===== config.mk =====
export PLATFORM = sky130hd
export DESIGN_NAME = ringtone_text_note_parser_unit_flat
export DESIGN_NICKNAME = d
export VERILOG_FILES = /design/src/design/rtpar_pkg.sv /design/src/design/rtpar_if.sv /design/src/design/rtpar_div.sv /design/src/design/rtpar_pitch.sv /design/src/design/ringtone_text_note_parser_unit.sv /design/src/flat_wrapper.sv
export SDC_FILE = /design/constraint.sdc
export NUM_CORES = 2
export LEC_CHECK = 0
export BUFFER_PORTS_ARGS = -buffer_cell sky130_fd_sc_hd__buf_2
export CAP_MARGIN = 0
export CORE_MARGIN = 3
export CORE_UTILIZATION = 58
export DETAILED_ROUTE_END_ITERATION = 10
export PLACE_DENSITY = 0.86
export SLEW_MARGIN = 20
export SYNTH_ARGS = -nofsm -noshare
export SYNTH_HDL_FRONTEND = slang
export SYNTH_SLANG_ARGS = --single-unit
export TNS_END_PERCENT = 100

===== constraint.sdc =====
create_clock -name clk -period 6.3 [get_ports clk]
set_input_delay 1.26 -clock clk [delete_from_list [all_inputs] [get_ports clk]]
set_output_delay 1.26 -clock clk [all_outputs]
set_load 0.01 [all_outputs]

===== src/design/rtpar_pkg.sv =====
`timescale 1ns / 1ps
`default_nettype none

package rtpar_pkg;

  localparam int LEDS_PER_EIGHTH = 4;
  localparam int NOTE_LIMIT      = 128;

  localparam int STRIP_NUM       = LEDS_PER_EIGHTH * 8;
  localparam int STRIP_NUM_W     = 8;
  localparam int DIV_NUM_W       = 19;
  localparam int DIV_CNT_W       = 5;
  localparam int MS_PLAIN        = 240000;
  localparam int MS_DOTTED       = 360000;

  localparam logic [DIV_NUM_W-1:0] MS_PLAIN_NUM  = DIV_NUM_W'(MS_PLAIN);
  localparam logic [DIV_NUM_W-1:0] MS_DOTTED_NUM = DIV_NUM_W'(MS_DOTTED);
  localparam logic [DIV_NUM_W-1:0] STRIP_NUMER   =
    DIV_NUM_W'(STRIP_NUM) << (DIV_NUM_W - STRIP_NUM_W);
  localparam logic [DIV_CNT_W-1:0] MS_STEPS      = DIV_CNT_W'(DIV_NUM_W);
  localparam logic [DIV_CNT_W-1:0] STRIP_STEPS   = DIV_CNT_W'(STRIP_NUM_W);
  localparam logic [8:0]           NOTE_LIMIT_W  = 9'(NOTE_LIMIT);

  localparam logic [7:0]  RST_DLEN  = 8'd4;
  localparam logic [3:0]  RST_DOCT  = 4'd6;
  localparam logic [15:0] RST_TEMPO = 16'd63;

  // ASCII codes
  localparam logic [7:0] CH_COLON = 8'h3A;
  localparam logic [7:0] CH_SPACE = 8'h20;
  localparam logic [7:0] CH_EQ    = 8'h3D;
  localparam logic [7:0] CH_COMMA = 8'h2C;
  localparam logic [7:0] CH_HASH  = 8'h23;
  localparam logic [7:0] CH_DOT   = 8'h2E;
  localparam logic [7:0] CH_P_LO  = 8'h70;
  localparam logic [7:0] CH_P_UP  = 8'h50;
  localparam logic [7:0] CH_0     = 8'h30;
  localparam logic [7:0] CH_9     = 8'h39;
  localparam logic [7:0] CH_A     = 8'h61;
  localparam logic [7:0] CH_B     = 8'h62;
  localparam logic [7:0] CH_C     = 8'h63;
  localparam logic [7:0] CH_D     = 8'h64;
  localparam logic [7:0] CH_E     = 8'h65;
  localparam logic [7:0] CH_F     = 8'h66;
  localparam logic [7:0] CH_G     = 8'h67;
  localparam logic [7:0] CH_O     = 8'h6F;

  typedef enum logic [3:0] {
    PH_NAME, PH_HTOP, PH_HSP, PH_HEQ, PH_HNUM, PH_SEP,
    PH_DUR, PH_SHARP, PH_OCT, PH_DOT, PH_DONE
  } phase_t;

  typedef enum logic [3:0] {
    SQ_IDLE, SQ_PARSE, SQ_EOT, SQ_MUL, SQ_DMS, SQ_DMS_W,
    SQ_DST, SQ_DST_W, SQ_LOAD
  } seq_t;

  typedef struct packed {
    logic                 start;
    logic [DIV_NUM_W-1:0] numer;
    logic [31:0]          denom;
    logic [DIV_CNT_W-1:0] steps;
  } div_req_t;

  typedef struct packed {
    logic                 done;
    logic [DIV_NUM_W-1:0] quot;
  } div_rsp_t;

  // Octave-4 pitch table, semitones from c
  function automatic logic [8:0] oct4_hz(input logic [3:0] idx);
    logic [8:0] f;
    unique case (idx)
      4'd0:    f = 9'd262;
      4'd1:    f = 9'd277;
      4'd2:    f = 9'd294;
      4'd3:    f = 9'd311;
      4'd4:    f = 9'd330;
      4'd5:    f = 9'd349;
      4'd6:    f = 9'd370;
      4'd7:    f = 9'd392;
      4'd8:    f = 9'd415;
      4'd9:    f = 9'd440;
      4'd10:   f = 9'd466;
      4'd11:   f = 9'd494;
      default: f = 9'd0;
    endcase
    return f;
  endfunction

endpackage

`default_nettype wire


===== src/design/rtpar_if.sv =====
`timescale 1ns / 1ps
`default_nettype none

interface rtpar_in_if;
  logic       valid;
  logic       ready;
  logic [7:0] text_char;
  logic       end_of_text;

  modport source (output valid, output text_char, output end_of_text, input ready);
  modport sink   (input valid, input text_char, input end_of_text, output ready);
endinterface

interface rtpar_out_if;
  logic        valid;
  logic        ready;
  logic [15:0] pitch_hz;
  logic [7:0]  strip_length;
  logic [31:0] start_ms;
  logic [31:0] length_ms;
  logic        final_note;

  modport source (output valid, output pitch_hz, output strip_length, output start_ms,
                  output length_ms, output final_note, input ready);
  modport sink   (input valid, input pitch_hz, input strip_length, input start_ms,
                  input length_ms, input final_note, output ready);
endinterface

`default_nettype wire


===== src/design/rtpar_div.sv =====
`timescale 1ns / 1ps
`default_nettype none

module rtpar_div import rtpar_pkg::*; (
  input  logic     clk,
  input  logic     rst_n,
  input  div_req_t req,
  output div_rsp_t rsp
);

  logic                 busy_r;
  logic                 done_r;
  logic [DIV_CNT_W-1:0] cnt_r;
  logic [DIV_NUM_W-1:0] num_r;
  logic [DIV_NUM_W-1:0] quot_r;
  logic [31:0]          den_r;
  logic [31:0]          rem_r;

  logic [32:0] trial;
  logic [32:0] diff;
  logic        ge;
  logic [31:0] rem_step;

  // one restoring step per cycle
  always_comb begin
    trial    = {rem_r, num_r[DIV_NUM_W-1]};
    ge       = (trial >= {1'b0, den_r});
    diff     = trial - {1'b0, den_r};
    rem_step = ge ? diff[31:0] : trial[31:0];
  end

  always_ff @(posedge clk) begin
    if (!rst_n) begin
      busy_r <= 1'b0;
      done_r <= 1'b0;
    end else begin
      done_r <= 1'b0;
      if (req.start) begin
        busy_r <= 1'b1;
      end else if (busy_r && cnt_r == DIV_CNT_W'(1)) begin
        busy_r <= 1'b0;
        done_r <= 1'b1;
      end
    end
  end

  always_ff @(posedge clk) begin
    if (req.start) begin
      cnt_r  <= req.steps;
      num_r  <= req.numer;
      den_r  <= req.denom;
      rem_r  <= '0;
      quot_r <= '0;
    end else if (busy_r) begin
      cnt_r  <= cnt_r - DIV_CNT_W'(1);
      num_r  <= num_r << 1;
      rem_r  <= rem_step;
      quot_r <= {quot_r[DIV_NUM_W-2:0], ge};
    end
  end

  assign rsp.done = done_r;
  assign rsp.quot = quot_r;

endmodule

`default_nettype wire


===== src/design/rtpar_pitch.sv =====
`timescale 1ns / 1ps
`default_nettype none

module rtpar_pitch import rtpar_pkg::*; (
  input  logic [7:0]  letter,
  input  logic        sharp,
  input  logic        pause,
  input  logic [3:0]  octave,
  output logic [15:0] pitch_hz
);

  logic [3:0]  idx;
  logic [3:0]  semi;
  logic        known;
  logic [8:0]  base;
  logic [19:0] scaled;

  always_comb begin
    known = 1'b1;
    unique case (letter)
      CH_C:    idx = 4'd0;
      CH_D:    idx = 4'd2;
      CH_E:    idx = 4'd4;
      CH_F:    idx = 4'd5;
      CH_G:    idx = 4'd7;
      CH_A:    idx = 4'd9;
      CH_B:    idx = 4'd11;
      default: begin
        idx   = 4'd0;
        known = 1'b0;
      end
    endcase

    // b sharp wraps to c of the same octave
    if (sharp) begin
      semi = (idx == 4'd11) ? 4'd0 : idx + 4'd1;
    end else begin
      semi = idx;
    end
    base = oct4_hz(semi);

    if (octave >= 4'd4) begin
      scaled = {11'd0, base} << (octave - 4'd4);
    end else begin
      scaled = {11'd0, base} >> (4'd4 - octave);
    end

    if (pause || !known) begin
      pitch_hz = 16'd0;
    end else if (scaled > 20'hFFFF) begin
      pitch_hz = 16'hFFFF;
    end else begin
      pitch_hz = scaled[15:0];
    end
  end

endmodule

`default_nettype wire


===== src/design/ringtone_text_note_parser_unit.sv =====
`timescale 1ns / 1ps
`default_nettype none

// RTTTL ringtone parser: takes the ringtone text one byte per transaction on in_ch
// and hands out one transaction on out_ch per finished note (pitch in Hz, strip length
// in LEDs, start time and duration in ms, and a flag on the note flushed by the end
// of the text). A byte is parsed one phase step per cycle; a byte that finishes no
// note passes from SQ_PARSE through SQ_EOT back to SQ_IDLE before the next byte is
// taken. A byte that ends a note also runs one 16x16 multiply and two passes through
// a shared serial divider (19 steps for the duration, 8 for the strip length); a
// byte that ends one note and flushes another runs that sequence twice.
// in_ch stays low on ready while a byte is at work; a finished note waits in the
// output register, and parsing of further bytes goes on until another note must
// be handed out while that register is still full.
module ringtone_text_note_parser_unit import rtpar_pkg::*; (
  input  logic               clk,
  input  logic               rst_n,
  rtpar_in_if.sink           in_ch,
  rtpar_out_if.source        out_ch
);

  seq_t        seq_r, seq_nxt;
  phase_t      phase_r, phase_nxt;
  logic [7:0]  char_r, char_nxt;
  logic        eot_r, eot_nxt;
  logic [7:0]  dlen_r, dlen_nxt;
  logic [3:0]  doct_r, doct_nxt;
  logic [15:0] tempo_r, tempo_nxt;
  logic [15:0] acc_r, acc_nxt;
  logic [7:0]  key_r, key_nxt;
  logic [7:0]  letter_r, letter_nxt;
  logic        pause_r, pause_nxt;
  logic        sharp_r, sharp_nxt;
  logic        dot_r, dot_nxt;
  logic        pend_r, pend_nxt;
  logic [3:0]  oct_r, oct_nxt;
  logic [31:0] elapsed_r, elapsed_nxt;
  logic [7:0]  count_r, count_nxt;
  logic        final_r, final_nxt;
  logic        reparse_r, reparse_nxt;
  logic [31:0] prod_r, prod_nxt;
  logic [15:0] pitch_r, pitch_nxt;
  logic [31:0] ms_r, ms_nxt;
  logic [7:0]  strip_r, strip_nxt;

  logic        out_valid_r;
  logic [15:0] out_pitch_r;
  logic [7:0]  out_strip_r;
  logic [31:0] out_start_r;
  logic [31:0] out_len_r;
  logic        out_final_r;

  logic        load_out;
  logic        clear_par;
  logic        is_dig;
  logic        note_open;
  logic [15:0] pitch_calc;
  logic [8:0]  count_inc;
  logic [7:0]  q8;
  logic [9:0]  q_dot;

  div_req_t    div_req;
  div_rsp_t    div_rsp;

  function automatic logic [15:0] acc_digit(input logic [15:0] acc, input logic [7:0] c);
    logic [19:0] v;
    v = ({4'd0, acc} << 3) + ({4'd0, acc} << 1) + {16'd0, c[3:0]};
    return (v > 20'hFFFF) ? 16'hFFFF : v[15:0];
  endfunction

  rtpar_pitch u_pitch (
    .letter   (letter_r),
    .sharp    (sharp_r),
    .pause    (pause_r),
    .octave   (oct_r),
    .pitch_hz (pitch_calc)
  );

  rtpar_div u_div (
    .clk   (clk),
    .rst_n (rst_n),
    .req   (div_req),
    .rsp   (div_rsp)
  );

  assign is_dig    = (char_r >= CH_0) && (char_r <= CH_9);
  assign note_open = pend_r && (phase_r == PH_DUR || phase_r == PH_SHARP ||
                                phase_r == PH_OCT || phase_r == PH_DOT);
  assign count_inc = {1'b0, count_r} + 9'd1;
  assign q8        = div_rsp.quot[STRIP_NUM_W-1:0];
  assign q_dot     = ({2'd0, q8} + {1'b0, q8, 1'b0}) >> 1;

  always_comb begin
    seq_nxt     = seq_r;
    phase_nxt   = phase_r;
    char_nxt    = char_r;
    eot_nxt     = eot_r;
    dlen_nxt    = dlen_r;
    doct_nxt    = doct_r;
    tempo_nxt   = tempo_r;
    acc_nxt     = acc_r;
    key_nxt     = key_r;
    letter_nxt  = letter_r;
    pause_nxt   = pause_r;
    sharp_nxt   = sharp_r;
    dot_nxt     = dot_r;
    pend_nxt    = pend_r;
    oct_nxt     = oct_r;
    elapsed_nxt = elapsed_r;
    count_nxt   = count_r;
    final_nxt   = final_r;
    reparse_nxt = reparse_r;
    prod_nxt    = prod_r;
    pitch_nxt   = pitch_r;
    ms_nxt      = ms_r;
    strip_nxt   = strip_r;
    load_out    = 1'b0;
    clear_par   = 1'b0;
    in_ch.ready = 1'b0;
    div_req     = '0;

    unique case (seq_r)
      SQ_IDLE: begin
        in_ch.ready = 1'b1;
        if (in_ch.valid) begin
          char_nxt = in_ch.text_char;
          eot_nxt  = in_ch.end_of_text;
          seq_nxt  = SQ_PARSE;
        end
      end

      SQ_PARSE: begin
        unique case (phase_r)
          PH_NAME: begin
            if (char_r == CH_COLON) phase_nxt = PH_HTOP;
            seq_nxt = SQ_EOT;
          end
          PH_HTOP: begin
            if (char_r == CH_COLON) begin
              phase_nxt = PH_SEP;
            end else if (char_r == CH_SPACE) begin
              phase_nxt = PH_HSP;
            end else begin
              key_nxt   = char_r;
              acc_nxt   = '0;
              phase_nxt = PH_HEQ;
            end
            seq_nxt = SQ_EOT;
          end
          PH_HSP: begin
            if (char_r != CH_SPACE) begin
              key_nxt   = char_r;
              acc_nxt   = '0;
              phase_nxt = PH_HEQ;
            end
            seq_nxt = SQ_EOT;
          end
          PH_HEQ: begin
            phase_nxt = PH_HNUM;
            if (char_r == CH_EQ) seq_nxt = SQ_EOT;
          end
          PH_HNUM: begin
            if (is_dig) begin
              acc_nxt = acc_digit(acc_r, char_r);
              seq_nxt = SQ_EOT;
            end else begin
              if (key_r == CH_D) begin
                dlen_nxt = (acc_r > 16'd255) ? 8'd255 : acc_r[7:0];
              end else if (key_r == CH_O) begin
                doct_nxt = (acc_r > 16'd15) ? 4'd15 : acc_r[3:0];
              end else if (key_r == CH_B) begin
                tempo_nxt = acc_r;
              end
              phase_nxt = PH_HTOP;
              if (char_r == CH_COMMA) seq_nxt = SQ_EOT;
            end
          end
          PH_SEP: begin
            if (char_r == CH_SPACE || char_r == CH_COMMA) begin
              seq_nxt = SQ_EOT;
            end else begin
              pend_nxt   = 1'b1;
              pause_nxt  = 1'b0;
              sharp_nxt  = 1'b0;
              dot_nxt    = 1'b0;
              letter_nxt = '0;
              acc_nxt    = '0;
              oct_nxt    = doct_r;
              phase_nxt  = PH_DUR;
            end
          end
          PH_DUR: begin
            if (is_dig) begin
              acc_nxt = acc_digit(acc_r, char_r);
            end else begin
              if (acc_r == 16'd0) acc_nxt = {8'd0, dlen_r};
              if (char_r == CH_P_LO || char_r == CH_P_UP) begin
                pause_nxt = 1'b1;
                phase_nxt = PH_OCT;
              end else begin
                letter_nxt = char_r;
                phase_nxt  = PH_SHARP;
              end
            end
            seq_nxt = SQ_EOT;
          end
          PH_SHARP: begin
            phase_nxt = PH_OCT;
            if (char_r == CH_HASH) begin
              sharp_nxt = 1'b1;
              seq_nxt   = SQ_EOT;
            end
          end
          PH_OCT: begin
            phase_nxt = PH_DOT;
            if (is_dig) begin
              oct_nxt = char_r[3:0];
              seq_nxt = SQ_EOT;
            end
          end
          PH_DOT: begin
            if (char_r == CH_DOT) begin
              dot_nxt     = 1'b1;
              reparse_nxt = 1'b0;
            end else begin
              reparse_nxt = 1'b1;
            end
            final_nxt = 1'b0;
            seq_nxt   = SQ_MUL;
          end
          default: seq_nxt = SQ_EOT;
        endcase
      end

      SQ_EOT: begin
        if (eot_r && note_open) begin
          if (phase_r == PH_DUR) begin
            if (acc_r == 16'd0) acc_nxt = {8'd0, dlen_r};
            letter_nxt = '0;
          end
          final_nxt   = 1'b1;
          reparse_nxt = 1'b0;
          seq_nxt     = SQ_MUL;
        end else begin
          clear_par = eot_r;
          seq_nxt   = SQ_IDLE;
        end
      end

      SQ_MUL: begin
        prod_nxt  = 32'(tempo_r) * 32'(acc_r);
        pitch_nxt = pitch_calc;
        seq_nxt   = SQ_DMS;
      end

      SQ_DMS: begin
        div_req.start = 1'b1;
        div_req.numer = dot_r ? MS_DOTTED_NUM : MS_PLAIN_NUM;
        div_req.denom = prod_r;
        div_req.steps = MS_STEPS;
        seq_nxt       = SQ_DMS_W;
      end

      SQ_DMS_W: begin
        if (div_rsp.done) begin
          ms_nxt  = (prod_r == 32'd0) ? 32'd0 : 32'(div_rsp.quot);
          seq_nxt = SQ_DST;
        end
      end

      SQ_DST: begin
        div_req.start = 1'b1;
        div_req.numer = STRIP_NUMER;
        div_req.denom = {16'd0, acc_r};
        div_req.steps = STRIP_STEPS;
        seq_nxt       = SQ_DST_W;
      end

      SQ_DST_W: begin
        if (div_rsp.done) begin
          if (acc_r == 16'd0) begin
            strip_nxt = 8'd1;
          end else if (dot_r) begin
            if (q_dot == 10'd0) strip_nxt = 8'd1;
            else if (q_dot > 10'd255) strip_nxt = 8'd255;
            else strip_nxt = q_dot[7:0];
          end else begin
            strip_nxt = (q8 == 8'd0) ? 8'd1 : q8;
          end
          seq_nxt = SQ_LOAD;
        end
      end

      SQ_LOAD: begin
        if (!out_valid_r || out_ch.ready) begin
          load_out    = 1'b1;
          elapsed_nxt = elapsed_r + ms_r;
          count_nxt   = count_inc[7:0];
          pend_nxt    = 1'b0;
          pause_nxt   = 1'b0;
          sharp_nxt   = 1'b0;
          dot_nxt     = 1'b0;
          phase_nxt   = (count_inc >= NOTE_LIMIT_W) ? PH_DONE : PH_SEP;
          if (final_r) begin
            clear_par = 1'b1;
            seq_nxt   = SQ_IDLE;
          end else if (reparse_r) begin
            seq_nxt = SQ_PARSE;
          end else begin
            seq_nxt = SQ_EOT;
          end
        end
      end

      default: seq_nxt = SQ_IDLE;
    endcase

    if (clear_par) begin
      phase_nxt   = PH_NAME;
      dlen_nxt    = RST_DLEN;
      doct_nxt    = RST_DOCT;
      tempo_nxt   = RST_TEMPO;
      acc_nxt     = '0;
      key_nxt     = '0;
      letter_nxt  = '0;
      pause_nxt   = 1'b0;
      sharp_nxt   = 1'b0;
      dot_nxt     = 1'b0;
      pend_nxt    = 1'b0;
      oct_nxt     = '0;
      elapsed_nxt = '0;
      count_nxt   = '0;
    end
  end

  always_ff @(posedge clk) begin
    if (!rst_n) begin
      seq_r     <= SQ_IDLE;
      phase_r   <= PH_NAME;
      dlen_r    <= RST_DLEN;
      doct_r    <= RST_DOCT;
      tempo_r   <= RST_TEMPO;
      acc_r     <= '0;
      key_r     <= '0;
      letter_r  <= '0;
      pause_r   <= 1'b0;
      sharp_r   <= 1'b0;
      dot_r     <= 1'b0;
      pend_r    <= 1'b0;
      oct_r     <= '0;
      elapsed_r <= '0;
      count_r   <= '0;
      final_r   <= 1'b0;
      reparse_r <= 1'b0;
      eot_r     <= 1'b0;
    end else begin
      seq_r     <= seq_nxt;
      phase_r   <= phase_nxt;
      dlen_r    <= dlen_nxt;
      doct_r    <= doct_nxt;
      tempo_r   <= tempo_nxt;
      acc_r     <= acc_nxt;
      key_r     <= key_nxt;
      letter_r  <= letter_nxt;
      pause_r   <= pause_nxt;
      sharp_r   <= sharp_nxt;
      dot_r     <= dot_nxt;
      pend_r    <= pend_nxt;
      oct_r     <= oct_nxt;
      elapsed_r <= elapsed_nxt;
      count_r   <= count_nxt;
      final_r   <= final_nxt;
      reparse_r <= reparse_nxt;
      eot_r     <= eot_nxt;
    end
  end

  always_ff @(posedge clk) begin
    char_r  <= char_nxt;
    prod_r  <= prod_nxt;
    pitch_r <= pitch_nxt;
    ms_r    <= ms_nxt;
    strip_r <= strip_nxt;
  end

  // output register
  always_ff @(posedge clk) begin
    if (!rst_n) begin
      out_valid_r <= 1'b0;
    end else if (load_out) begin
      out_valid_r <= 1'b1;
    end else if (out_ch.ready) begin
      out_valid_r <= 1'b0;
    end
  end

  always_ff @(posedge clk) begin
    if (load_out) begin
      out_pitch_r <= pitch_r;
      out_strip_r <= strip_r;
      out_start_r <= elapsed_r;
      out_len_r   <= ms_r;
      out_final_r <= final_r;
    end
  end

  assign out_ch.valid        = out_valid_r;
  assign out_ch.pitch_hz     = out_pitch_r;
  assign out_ch.strip_length = out_strip_r;
  assign out_ch.start_ms     = out_start_r;
  assign out_ch.length_ms    = out_len_r;
  assign out_ch.final_note   = out_final_r;

endmodule

`default_nettype wire


===== src/flat_wrapper.sv =====
// flat-port wrapper written by rule: the top's interface ports become plain ports
module ringtone_text_note_parser_unit_flat import rtpar_pkg::*;
  (clk, rst_n, in_ch_valid, in_ch_text_char, in_ch_end_of_text, in_ch_ready, out_ch_valid, out_ch_pitch_hz, out_ch_strip_length, out_ch_start_ms, out_ch_length_ms, out_ch_final_note, out_ch_ready);
  rtpar_in_if in_ch_i ();
  rtpar_out_if out_ch_i ();
  input  logic clk;
  input  logic rst_n;
  input wire logic [$bits(in_ch_i.valid)-1:0] in_ch_valid;
  input wire logic [$bits(in_ch_i.text_char)-1:0] in_ch_text_char;
  input wire logic [$bits(in_ch_i.end_of_text)-1:0] in_ch_end_of_text;
  output wire logic [$bits(in_ch_i.ready)-1:0] in_ch_ready;
  output wire logic [$bits(out_ch_i.valid)-1:0] out_ch_valid;
  output wire logic [$bits(out_ch_i.pitch_hz)-1:0] out_ch_pitch_hz;
  output wire logic [$bits(out_ch_i.strip_length)-1:0] out_ch_strip_length;
  output wire logic [$bits(out_ch_i.start_ms)-1:0] out_ch_start_ms;
  output wire logic [$bits(out_ch_i.length_ms)-1:0] out_ch_length_ms;
  output wire logic [$bits(out_ch_i.final_note)-1:0] out_ch_final_note;
  input wire logic [$bits(out_ch_i.ready)-1:0] out_ch_ready;
  assign in_ch_i.valid = in_ch_valid;
  assign in_ch_i.text_char = in_ch_text_char;
  assign in_ch_i.end_of_text = in_ch_end_of_text;
  assign in_ch_ready = in_ch_i.ready;
  assign out_ch_valid = out_ch_i.valid;
  assign out_ch_pitch_hz = out_ch_i.pitch_hz;
  assign out_ch_strip_length = out_ch_i.strip_length;
  assign out_ch_start_ms = out_ch_i.start_ms;
  assign out_ch_length_ms = out_ch_i.length_ms;
  assign out_ch_final_note = out_ch_i.final_note;
  assign out_ch_i.ready = out_ch_ready;
  ringtone_text_note_parser_unit u_core (.clk(clk), .rst_n(rst_n), .in_ch(in_ch_i), .out_ch(out_ch_i));
endmodule

# [Word-level counts from Yosys, hierarchy flattened]
# Memory sizes are Yosys's and may differ from the RTL's.
# Cells that the tools add are included.
[totals] regBits=414 rom_bits=144 out_inout_bits=91 mem_count=1
[classes] n_addsub=10 multipliers=1 order_cmp=10 n_eq_ne=73 n_shift=2 mux=106 bitwise=4 reduce_logical=47
[mem_list] memory="(name not given)" words=16 width=9 rd=1 rd_clocked_by_memory_dff=0 write_ports=0 line="rtpar_pkg.sv:73" source="unique case (idx)"
[op_table] op="$mux W16" n=11
[op_table] op="$pmux W57 S2" n=1
[op_table] op="$mux W8" n=13
[op_table] op="$mux W4" n=25
[op_table] op="$eq A8 B7 Y1 const B" n=12
[op_table] op="$pmux W16 S5" n=1
[op_table] op="$pmux W4 S9" n=2
[op_table] op="$mux W19" n=3
[op_table] op="$eq A8 B6 Y1 const B" n=6
[op_table] op="$pmux W4 S6" n=2
[op_table] op="$pmux W8 S2" n=3
[op_table] op="$gt A20 B16 Y1 const B" n=2
[op_table] op="$ge A33 B32 Y1" n=1
[op_table] op="$add A32 B32 Y32" n=1
[op_table] op="$eq A4 B3 Y1 const B" n=8
[op_table] op="$logic_not A32 Y1" n=1
[op_table] op="$mul A16 B16 Y32" n=1
[op_table] op="$mux W32" n=1
[op_table] op="$pmux W16 S2" n=1
[op_table] op="$sub A32 B32 Y32" n=1
[op_table] op="$ne A3 B2 Y1 const B" n=10
[op_table] op="$mux W1" n=26
[op_table] op="$ne A3 B3 Y1 const B" n=8
[op_table] op="$add A19 B17 Y20" n=1
[op_table] op="other kinds (50)" n=112

# [Logic depth before layout (Yosys ltp)]
# An unclocked memory read counts as a cell.
[logic_depth] ltp_word=10 mapped_depth=25 ltp_nobuf=24

# [Hierarchy]
# Synthesis repeated with hierarchy kept, for this count alone.
[unflattened] hier_cells=3103 hier_area_um2=29514.6
[by_module_without_submodules] module="ringtone_text_note_parser_unit" n_inst=1 cells_each=2249 area_per_inst_um2=21906.0 seq_area_each_um2=7176.9
[by_module_without_submodules] module="rtpar_div" n_inst=1 cells_each=601 area_per_inst_um2=5915.7 seq_area_each_um2=2742.6
[by_module_without_submodules] module="rtpar_pitch" n_inst=1 cells_each=253 area_per_inst_um2=1692.9 seq_area_each_um2=0.0

# [Least setup slack after synthesis]
# No wires, ideal clock.
[synth_timing] path_type="flip-flop to flip-flop" start="register u_core.acc_r[15]" end="register u_core.prod_r[30] (data pin)" t_arrival_ns=6.409 required_time_ns=6.042 setup_slack_ns=-0.366 path_stages_with_launch=24 path_buffers=2 period_less_slack_ns=6.666 cell_sequence="dfxtp_1 -> clkbuf_1 -> clkbuf_1 -> nand2_1 -> fa_1 -> fa_1 -> inv_1 -> fa_1 -> fa_1 -> fa_1 -> inv_1 -> fa_1 -> inv_1 -> ha_1 -> a21o_1 -> a21o_1 -> a221o_1 -> a21o_1 -> a211oi_1 -> o21ai_0 -> o21ai_0 -> o2111ai_1 -> a21oi_1 -> xnor2_1"
[synth_via] elab_chain_len=1
[synth_rtl] item="from (decl)" line="ringtone_text_note_parser_unit.sv:29" source="logic [15:0] acc_r, acc_nxt;"
[synth_rtl] item="from (signal assigned)" line="ringtone_text_note_parser_unit.sv:362" source="acc_r <= acc_nxt;"
[synth_rtl] item="$mul A16 B16 Y32" line="ringtone_text_note_parser_unit.sv:251" source="prod_nxt = 32'(tempo_r) * 32'(acc_r);"
[synth_rtl] item="to (signal assigned)" line="ringtone_text_note_parser_unit.sv:380" source="prod_r <= prod_nxt;"
[synth_rtl] item="to (decl)" line="ringtone_text_note_parser_unit.sv:41" source="logic [31:0] prod_r, prod_nxt;"
# No other way between the ends.
# A chain may end at the register's enable or synchronous reset.

# [Worst setup path in the final report]
[layout_timing] start="register u_core.acc_r[5]" end="register u_core.prod_r[30] (data pin)"
# The elaborated chain is that of the path after synthesis.

==> flow_summary.json <==
{
  "outcome": "complete, no violations",
  "synth-edff-count": 209,
  "period_minus_slack_ps": 6210,
  "synthDistinctLibCells": 102,
  "reg2reg_setup_slack_ps": 90,
  "p_sw_frac": 0.396,
  "cp_num_buf_inv": 9,
  "netlist_top_cells_count": "inv_1 (314), nand2_1 (292), nor2_1 (252), a21oi_1 (222), ha_1 (211)",
  "port_buffers": 90,
  "clockRootBuffer": "clkbuf_16",
  "die_w_um": 229,
  "seqCellArea_um2": 9810,
  "multiInputGateArea_um2": 17600,
  "synth-seq-cells": 382,
  "fin_setup_tns_ps": 0,
  "vdd_drop_max_mv": 0.366,
  "crit_family": "adder cells",
  "syn_area_um2": 28900,
  "vias": 22767,
  "drive_gt1_frac": 0.130,
  "numCtsBuffers": 41,
  "power.leakage_nw": 14.4,
  "switchingPower_w": 0.00438,
  "grtUsageTotal": 0.252,
  "wirelength_um": 69000,
  "combPwrFrac": 0.459,
  "drtIter0Drc": 2027,
  "arrival_ps": 6560,
  "io_pins": 104,
  "synthArstFlopShare": 0,
  "stdcell_count": 3868,
  "ys_seq_area_frac": 0.337,
  "h-tree-depth": 2,
  "clock-sinks": 382,
  "worstPathRequired_ps": 6650,
  "antenna_cells": 0,
  "slowest_delay_ps": 540,
  "grt_pass1_vias": 21879,
  "clockBufferDepth": 3,
  "fin_util": 0.658,
  "synthCells": 3064,
  "drv_cap": 0,
  "crit_top_cell": "fa_1",
  "place_congestion": 0.944,
  "drv_slew": 0,
  "initial_utilization": 0.589,
  "clkPwrFrac": 0.235,
  "final_area_um2": 32300,
  "grt_remaining_overflow": 0,
  "maxSlewHeadroom": 0.297,
  "start_kind": "flop",
  "dp_cells": 3775,
  "grt_max_degree": 97,
  "setup_viol": 0,
  "skew_ps": 29.8,
  "antenna_found_initial": 0,
  "ctsHoldBuffers": 0,
  "hpwl_um": 49600,
  "dr.pass1.iters": 6,
  "num-nets-final": 3594,
  "path_clk_slew_ps": 70,
  "n_fill_cell": 3620,
  "die_h_um": 229,
  "hold_slack_ps": 418,
  "post_drt_wl_per_cell_um": 17.8,
  "viasPerCell": 5.89,
  "yosys.area.top_type_share": 0.217,
  "fin_crit_sh": 0.985,
  "die_area_um2": 52500,
  "ys.flop_type": "edfxtp_1",
  "drc": 0,
  "worst_slew_pin_slew_ps": 1040,
  "synth.most_common_cell": "inv_1",
  "worstPathMaxFanout": 8,
  "hp-class": "reg -> reg",
  "synth_area_leaders": "edfxtp_1 (22%), fa_1 (14%), dfxtp_1 (12%)",
  "finalHoldViolCount": 0,
  "rows": 81,
  "cp_slowest_cell": "fa_1",
  "syn_area_per_cell_um2": 9.43,
  "cp-end-kind": "flop",
  "p_int_w": 0.00669,
  "ant_nets": 0,
  "yosys.area.top_type": "edfxtp_1",
  "seqPwrFrac": 0.306,
  "powerDensity_nw_per_um2": 343,
  "core-area_um2": 49100,
  "area_delta_synth_final_pct": 11.7,
  "yosysWarningCount": 0,
  "place_area_um2": 30400,
  "crit_type": "reg -> reg",
  "clk_latency_ps": 600,
  "fmax_ghz": 0.161,
  "cts_tree": "built",
  "grt_pass1_wl_um": 110000
}
-- cells in the final DEF (no fill, tap or decap), types with 68 or more instances in the layout --
master	count
xnor2_1	68
nand2_1	290
buf_4	112
dfxtp_1	145
buf_2	90
mux2i_1	84
edfxtp_1	209
inv_1	302
nor2_1	252
and2_1	128
o21ai_0	103
ha_1	201
a21oi_1	216
fa_1	191
-- sequential cells by signal, summed over array words and instances (netlist names), 19 cells and up --
name and count:
u_core.elapsed_r 32, u_core.out_ch.start_ms 32, u_core.prod_r 32, u_core.u_div.den_r 32, u_core.u_div.rem_r 32, u_core.ms_r 19, u_core.out_ch.length_ms 19, u_core.u_div.quot_r 19
-- logic make-up after synthesis --
logic type | after synthesis | share of synthesized area
buf+inv | 475 | 0.0649
xor+xnor | 103 | 0.0312
simple gates | 982 | 0.166
flops | 382 | 0.337
other cells | 1 | 0.000130
mux | 92 | 0.0323
fa+ha+maj | 410 | 0.229
compound gates | 619 | 0.139
-- layer usage --
layer  global-route usage  wire length (um)  up-vias
met2                0.425             33300      964
li1                     -                 -    10701
met1                0.334             28500    10898
met5                    0                 0        -
met4               0.0818              2150        0
met3               0.0386              5100      204
-- what timing repair did --
action	CTS	global route
resized for setup	20	84
pin swaps	3	60
buffers inserted	0	16
setup endpoints to repair	4	7
-- stage by stage --
stage                     total power, W  worst slack [ps]
after floorplan                  0.00700              2.52
after global placement           0.00807             -24.8
after detailed placement         0.00823              -199
after CTS                         0.0109              1.38
after global routing              0.0119             -95.3
final                             0.0111              93.0
-- area by class of cell --
| class | instances | area share |
|---|---|---|
| clock buffers | 49 | 0.0330 |
| well taps | 664 | 0.0257 |
| multi-input cells | 2219 | 0.546 |
| repair buffers | 210 | 0.0431 |
| inverters | 317 | 0.0369 |
| clock inverters | 27 | 0.0117 |
| flip-flops and latches | 382 | 0.304 |
-- power groups by stage --
| stage | Combinational (W) | Clock, W | Sequential (W) |
|---|---|---|---|
| finish | 0.00508 | 0.00260 | 0.00339 |
| global route | 0.00571 | 0.00272 | 0.00343 |
| CTS | 0.00486 | 0.00262 | 0.00338 |
| detailed placement | 0.00481 | 0 | 0.00342 |
| global placement | 0.00466 | 0 | 0.00341 |
| floorplan | 0.00376 | 0 | 0.00324 |
-- path summary, 6_finish.rpt --
path	end	start	cells after the start
setup / recovery	u_core.prod_r[30]	u_core.acc_r[5]	27
hold / removal	u_core.out_ch.pitch_hz[15]	u_core.pitch_r[15]	0
hold reg to reg	u_core.out_ch.pitch_hz[15]	u_core.pitch_r[15]	0
setup reg to reg	u_core.prod_r[30]	u_core.acc_r[5]	27
Power figures use the tool's default switching activity.
